<file path="src/hw/rtl/tdpt_pkg.sv">
// Shared types and constants for the trial-division prime test.
package tdpt_pkg;

  // First trial divisor, step between divisor pairs, gap inside a pair
  localparam int unsigned FIRST_DIV = 5;
  localparam int unsigned DIV_STEP  = 6;
  localparam int unsigned PAIR_GAP  = 2;
  localparam int unsigned SMALL_DIV = 3;
  localparam int unsigned TWO       = 2;

  // Sequencer states
  typedef enum logic [2:0] {
    ST_IDLE,
    ST_DIV3,
    ST_BOUND,
    ST_DIVA,
    ST_DIVB,
    ST_FINISH
  } tdpt_state_e;

  // Status from the remainder unit
  typedef struct packed {
    logic done;
    logic zero;
  } tdpt_rem_sts_t;

endpackage

</file>
<file path="src/hw/rtl/tdpt_rem_unit.sv">
// Bit-serial restoring remainder unit: one quotient bit per cycle.
module tdpt_rem_unit
  import tdpt_pkg::*;
#(
  parameter int unsigned NUMBER_BITS = 32
) (
  input  logic                   clk_i,
  input  logic                   rst_ni,
  input  logic                   start_i,
  input  logic [NUMBER_BITS-1:0] dividend_i,
  input  logic [NUMBER_BITS-1:0] divisor_i,
  output tdpt_rem_sts_t          sts_o
);

  localparam int unsigned CW = $clog2(NUMBER_BITS + 1);

  logic                   busy_q, busy_d;
  logic                   done_q, done_d;
  logic [CW-1:0]          cnt_q, cnt_d;
  logic [NUMBER_BITS-1:0] quo_q, quo_d;
  logic [NUMBER_BITS-1:0] rem_q, rem_d;
  logic [NUMBER_BITS-1:0] div_q, div_d;
  logic [NUMBER_BITS:0]   trial;
  logic [NUMBER_BITS:0]   diff;

  // Shift in the next dividend bit and try the subtract
  assign trial = {rem_q, quo_q[NUMBER_BITS-1]};
  assign diff  = trial - {1'b0, div_q};

  always_comb begin
    busy_d = busy_q;
    done_d = 1'b0;
    cnt_d  = cnt_q;
    quo_d  = quo_q;
    rem_d  = rem_q;
    div_d  = div_q;
    if (start_i) begin
      busy_d = 1'b1;
      cnt_d  = CW'(NUMBER_BITS);
      quo_d  = dividend_i;
      rem_d  = '0;
      div_d  = divisor_i;
    end else if (busy_q) begin
      quo_d = quo_q << 1;
      // Keep the difference when it did not go negative
      if (!diff[NUMBER_BITS]) begin
        rem_d = diff[NUMBER_BITS-1:0];
      end else begin
        rem_d = trial[NUMBER_BITS-1:0];
      end
      cnt_d = cnt_q - CW'(1);
      if (cnt_q == CW'(1)) begin
        busy_d = 1'b0;
        done_d = 1'b1;
      end
    end
  end

  always_ff @(posedge clk_i or negedge rst_ni) begin
    if (!rst_ni) begin
      busy_q <= 1'b0;
      done_q <= 1'b0;
      cnt_q  <= '0;
    end else begin
      busy_q <= busy_d;
      done_q <= done_d;
      cnt_q  <= cnt_d;
    end
  end

  always_ff @(posedge clk_i) begin
    quo_q <= quo_d;
    rem_q <= rem_d;
    div_q <= div_d;
  end

  assign sts_o.done = done_q;
  assign sts_o.zero = (rem_q == '0);

endmodule

</file>
<file path="config.mk">
export PLATFORM = sky130hd
export DESIGN_NAME = tdpt_rem_unit
export DESIGN_NICKNAME = d
export VERILOG_FILES = /design/src/hw/rtl/tdpt_pkg.sv /design/src/hw/rtl/tdpt_rem_unit.sv
export SDC_FILE = /design/constraint.sdc
export NUM_CORES = 1
export LEC_CHECK = 0
export BUFFER_PORTS_ARGS = -buffer_cell sky130_fd_sc_hd__buf_2
export CAP_MARGIN = 0
export CORE_ASPECT_RATIO = 0.7
export CORE_MARGIN = 2
export CORE_UTILIZATION = 45
export CTS_CLUSTER_DIAMETER = 200
export CTS_CLUSTER_SIZE = 14
export DETAILED_ROUTE_END_ITERATION = 7
export HOLD_SLACK_MARGIN = 0.15
export PLACE_DENSITY = 0.72
export SLEW_MARGIN = 20
export SYNTH_ARGS = -nofsm -noshare
export SYNTH_HDL_FRONTEND = slang
export SYNTH_SLANG_ARGS = --single-unit
</file>
<file path="constraint.sdc">
create_clock -name clk_i -period 3.5 [get_ports clk_i]
set_clock_uncertainty 0.15 [all_clocks]
set_input_delay 0.175 -clock clk_i [delete_from_list [all_inputs] [get_ports clk_i]]
set_output_delay 0.175 -clock clk_i [all_outputs]
set_load 0.05 [all_outputs]
</file>
==> results of run 1 <==
## logic make-up (layout without fill, tap and decap cells)
kind of cell,count (synthesis),after routing,share of synthesized area (%)
xor+xnor,32,32,4.981
mux,55,55,9.837
flops,104,104,46.02
fa+ha+maj,35,35,7.420
buf+inv,73,208,5.044
simple gates,139,139,11.19
compound gates,137,137,15.51
## layer usage
layer,GRT usage (%),part of all wire [%],vias up
li1,-,-,2364
met2,30.96,44,152
met1,29.91,48,2287
met3,4.561,6.0,22
met4,5.769,1.8,0
met5,0,0,-
## cells in the mapped netlist, types with 13 or more instances
cell type  instances  area, um^2
a21oi_1           35       175.2
mux2i_1           23       230.2
nor2_1            48       180.2
inv_1             50       187.7
xnor2_1           18       157.7
mux2_2            32       360.4
ha_1              34       425.4
dfxtp_1           32       640.6
edfxtp_1          64        1922
nand2_1           28       105.1
o21ai_0           18       90.09
a211oi_1          25       187.7
xor2_1            13       113.9
## repair_timing
action / 4_1_cts / 5_1_grt
setup endpoints to repair: 0 / 24
buffers inserted: 0 / 1
hold endpoints to repair: 72 / 0
hold buffers: 66 / 0
resized for setup: 0 / 1
## sequential cells by signal, summed over array words and instances, names as in the netlist
name    cells
quo_q      32
div_q      32
busy_q      1
done_q      1
rem_q      32
cnt_q       6
## power groups by stage
stage                     logic (mW)  clock network (mW)  registers (mW)
after floorplan                 1.77                   0            1.71
after global placement          2.14                   0            1.79
after detailed placement        2.18                   0            1.80
after CTS                       2.26                1.04            1.78
after global routing            2.52                1.10            1.81
final                           2.30                1.03            1.79
## final timing paths
path                              to  depth (start not counted)  startpoint  slack, ns
setup / recovery           rem_q[25]                         13   quo_q[31]       0.19
hold / removal             rem_q[31]                          2     start_i       0.15
setup reg to reg           rem_q[25]                         13   quo_q[31]       0.19
hold reg to reg             rem_q[8]                          2    rem_q[8]       0.34
max in group asynchronous     busy_q                          3      rst_ni       2.27
min in group asynchronous     done_q                          3      rst_ni       0.66
## through the flow
stage,worst slack [ns],area (um^2)
floorplan,0.4370,6003
global placement,0.3038,6504
detailed placement,0.1434,6504
CTS,0.1195,7466
global route,-0.01093,7481
finish,0.1880,7481
## area by class of cell
cell class	count	area, um^2
inverter	50	187.7
tap	166	207.7
fill	1084	5613
sequential	104	2763
timing repair buffer	142	1076
clock inverter	3	20.02
clock buffer	13	281.5
multi-input combinational	398	2945
==> results.json, run 1 <==
{
  "gp_congestion": 0.9318,
  "portBuffers": 68,
  "first_global_vias": 4574,
  "hold_viol_final": 0,
  "clock-sinks": 104,
  "rsz0062_at_grt": "yes",
  "ioPinCount": 69,
  "finalSetupViolCount": 0,
  "internal-power_mw": 3.150,
  "avgSynthCellArea_um2": 10.44,
  "swShare_pct": 38.49,
  "mostFrequentLayoutCells": "67 x buf_2, 66 x dlygate4sd3_1, 64 x edfxtp_1",
  "arrival_ns": 3.44,
  "overflow": 0,
  "via_per_inst": 5.508,
  "drc": 0,
  "instances_no_fill": 876,
  "path_class": "reg2reg",
  "ys_types": 57,
  "dieWidth_um": 142.1,
  "final_common_cell": "buf_2",
  "synth_cells": 575,
  "outcome": "finished, final reports clean",
  "maxCapViolCount": 0,
  "holdWs_ns": 0.1547,
  "worst_pin_slew_ns": 0.5827,
  "ir_drop_mv": 0.3461,
  "area_growth_pct": 24.61,
  "drtAntennaViolNets": 0,
  "die_y_um": 100.6,
  "clock_path_buffers": 2,
  "power_leakage_nw": 3.205,
  "p_clk_share_pct": 20.1,
  "dieArea_um2": 14300,
  "synthFlopType": "edfxtp_1",
  "cts_tree": "yes",
  "cts_buffers": 9,
  "min_period_ns": 3.312,
  "seq_power_share_pct": 34.9,
  "crit_chain": "inv_1 -> ha_1 -> fa_1 -> nand2b_1 -> a21oi_1 -> o31a_1 -> a21oi_2 -> a211oi_4 -> a311oi_4 -> xnor2_4 -> buf_4 -> nand3_1 -> o21ai_0",
  "p_per_area_nw_per_um2": 684.6,
  "final_nets": 807,
  "wl_per_cell_um": 16.15,
  "path_delay_family": "compound AO/OA/AOI/OAI gates",
  "setup_tns_ns": 0,
  "yosys_warnings": 0,
  "first_pass_iters": 5,
  "wirelength_mm": 14.15,
  "crit_slowest_cell": "fa_1",
  "track_usage_pct": 20.57,
  "antenna_found_initial": 0,
  "cp-end-kind": "flip-flop",
  "syn-num-nets": 677,
  "min_period_over_period_pct": 94.63,
  "initial_core_util_pct": 45.85,
  "grt_start_max_net_pins": 52,
  "antenna_cells": 0,
  "drive_above_1_share_pct": 18.45,
  "clockRootBuffer": "clkbuf_16",
  "dp_hpwl_mm": 9.583,
  "synth_edf_count": 64,
  "final_util_pct": 57.13,
  "syn_area_um2": 6003,
  "hold_path.class": "in2reg",
  "max_freq_mhz": 301.9,
  "clkSlewWorstSetupHoldPaths_ns": 0.08,
  "total_power_mw": 5.121,
  "worstPathMaxFanout": 14,
  "numPlacedInstances": 793,
  "ys_async_sr_fraction_pct": 7.692,
  "drv_slew": 0,
  "core_area_um2": 13090,
  "path_buf_inv": 2,
  "p_comb_share_pct": 45.0,
  "clock_latency_ns": 0.35,
  "vias": 4825,
  "htreeDepth": 3,
  "switching_power_mw": 1.971,
  "slowest_delay_ns": 0.40,
  "required_ns": 3.63,
  "slew_headroom_pct": 61.15,
  "fp-row-count": 35,
  "drt_iter0_markers": 320,
  "grt_pass1_wl_mm": 23.03,
  "ys_ff_latch": 104,
  "critPathLaunchType": "flip-flop",
  "synth_seq_area_share_pct": 46.02
}
Note: power is estimated with default switching activity, not from simulation.
==> inputs of run 2 (changes only) <==
Settings changed: CORE_ASPECT_RATIO 0.7 to 1.25, CORE_UTILIZATION 45 to 59, PLACE_DENSITY 0.72 to 0.88.
==> run 2 against run 1 <==
  * Sequential cell count stayed put
  * Combinational power is 9.6% higher
  * Power is 5.3% higher
  * Global-route usage is 7.9 points higher
  * Cell count is 3.5% lower
  * Utilization is 19 points higher
  * Critical path type unchanged
  * Critical endpoint is now rem_q[29]
  * Largest cell class unchanged
==> results.json, run 2 (same netlist as run 1, synthesis figures left out) <==
{
  "drive_above_1_share_pct": 19.55,
  "wirelength_mm": 15.41,
  "stdcell_area_um2": 7566,
  "dieArea_um2": 11000,
  "antenna_found_initial": 0,
  "worst_slack_ns": 0.1327,
  "clock_path_buffers": 2,
  "ioPinCount": 69,
  "cp-end-kind": "flip-flop",
  "arrival_ns": 3.48,
  "htreeDepth": 3,
  "finalSetupViolCount": 0,
  "reg2reg_depth": 13,
  "hold_start": "rem_q[8]",
  "ir_drop_mv": 0.3348,
  "max_freq_mhz": 297.0,
  "antenna_cells": 0,
  "first_pass_iters": 5,
  "min_period_over_period_pct": 96.21,
  "fp-row-count": 41,
  "r2r-start": "quo_q[31]",
  "drc": 0,
  "path_class": "reg2reg",
  "drt_iter0_markers": 403,
  "p_per_area_nw_per_um2": 713.0,
  "dp_hpwl_mm": 8.953,
  "portBuffers": 68,
  "maxCapViolCount": 0,
  "die_y_um": 116.8,
  "via_per_inst": 5.975,
  "gp_congestion": 0.9470,
  "wl_per_cell_um": 18.24,
  "numPlacedInstances": 754,
  "instances_no_fill": 845,
  "cts_tree": "yes",
  "reg2reg_slack_ns": 0.13,
  "mostFrequentLayoutCells": "67 x dlygate4sd3_1, 67 x buf_2, 64 x edfxtp_1",
  "required_ns": 3.61,
  "final_nets": 813,
  "top_regs": "div_q (32), quo_q (32), rem_q (32)",
  "overflow": 0,
  "hold_path.class": "reg2reg",
  "worstPathMaxFanout": 7,
  "grt_pass1_wl_mm": 24.18,
  "area_growth_pct": 26.03,
  "clkSlewWorstSetupHoldPaths_ns": 0.08,
  "total_power_mw": 5.395,
  "place_ws_ns": 0.1817,
  "slew_headroom_pct": 56.91,
  "drv_slew": 0,
  "min_to": "rem_q[8]",
  "vias": 5049,
  "dieWidth_um": 94.22,
  "grt_start_max_net_pins": 70,
  "critPathLaunchType": "flip-flop",
  "holdWs_ns": 0.3676,
  "power_leakage_nw": 3.251,
  "r2r-end": "rem_q[29]",
  "outcome": "finished, final reports clean",
  "min_period_ns": 3.367,
  "track_usage_pct": 28.47,
  "worst_pin_slew_ns": 0.6404,
  "clock-sinks": 104,
  "min_path_cells": 2,
  "clock_latency_ns": 0.35,
  "final_util_pct": 75.63,
  "dpl_cell_area_um2": 6455,
  "clockRootBuffer": "clkbuf_16",
  "initial_core_util_pct": 60.01,
  "cts_buffers": 9,
  "drtAntennaViolNets": 0,
  "hold_viol_final": 0,
  "setup_tns_ns": 0,
  "first_global_vias": 5176,
  "core_area_um2": 10000
}
==> run 2: report_power, final <==
group	switching, mW	total [mW]	internal, mW	leakage [nW]
Clock	0.509	1.09	0.579	0.155
Sequential	0.238	1.79	1.55	1.01
Combinational	1.37	2.52	1.15	2.09
Total	2.12	5.39	3.28	3.25
==> run 2: layer usage <==
layer,track usage [%],share of wire (%),vias to the layer above
li1,-,-,2366
met1,31.83,36,2362
met2,51.57,52,253
met3,5.698,6.8,68
met4,14.20,5.2,0
met5,0,0,-
==> run 2: final cells by class <==
| type | instances | area, um^2 |
|---|---|---|
| clock inverters | 7 | 96.34 |
| fillers | 634 | 2437 |
| multi-input cells | 398 | 2954 |
| well taps | 129 | 161.4 |
| clock buffers | 9 | 225.2 |
| flip-flops and latches | 104 | 2763 |
| inverters | 50 | 187.7 |
| repair buffers | 148 | 1179 |
==> run 2: worst max path at each step <==
stage | startpoint | to | cells past startpoint
2_1_floorplan | quo_q[31] | rem_q[14] | 13
3_3_place_gp | quo_q[31] | rem_q[26] | 13
3_5_place_dp | quo_q[31] | rem_q[6] | 13
4_1_cts | quo_q[31] | rem_q[26] | 13
5_1_grt | div_q[0] | rem_q[26] | 12
6_report | quo_q[31] | rem_q[29] | 13
==> run 2: what timing repair did <==
action	CTS	global route
hold buffers	67	0
gates resized for setup	0	5
hold endpoints to repair	84	0
buffers inserted	0	5
endpoints found under the setup margin	0	27
==> run 2: critical path, stage by stage, from the launching register on <==
cell       delay (ns)
edfxtp_1         0.37
inv_1            0.05
ha_2             0.19
fa_2             0.34
nand2b_1         0.18
a21oi_2          0.18
o31a_1           0.20
a21oi_2          0.11
a211oi_4         0.32
a311oi_4         0.19
xnor2_4          0.38
clkbuf_16        0.25
nand3_1          0.07
a311oi_1         0.27
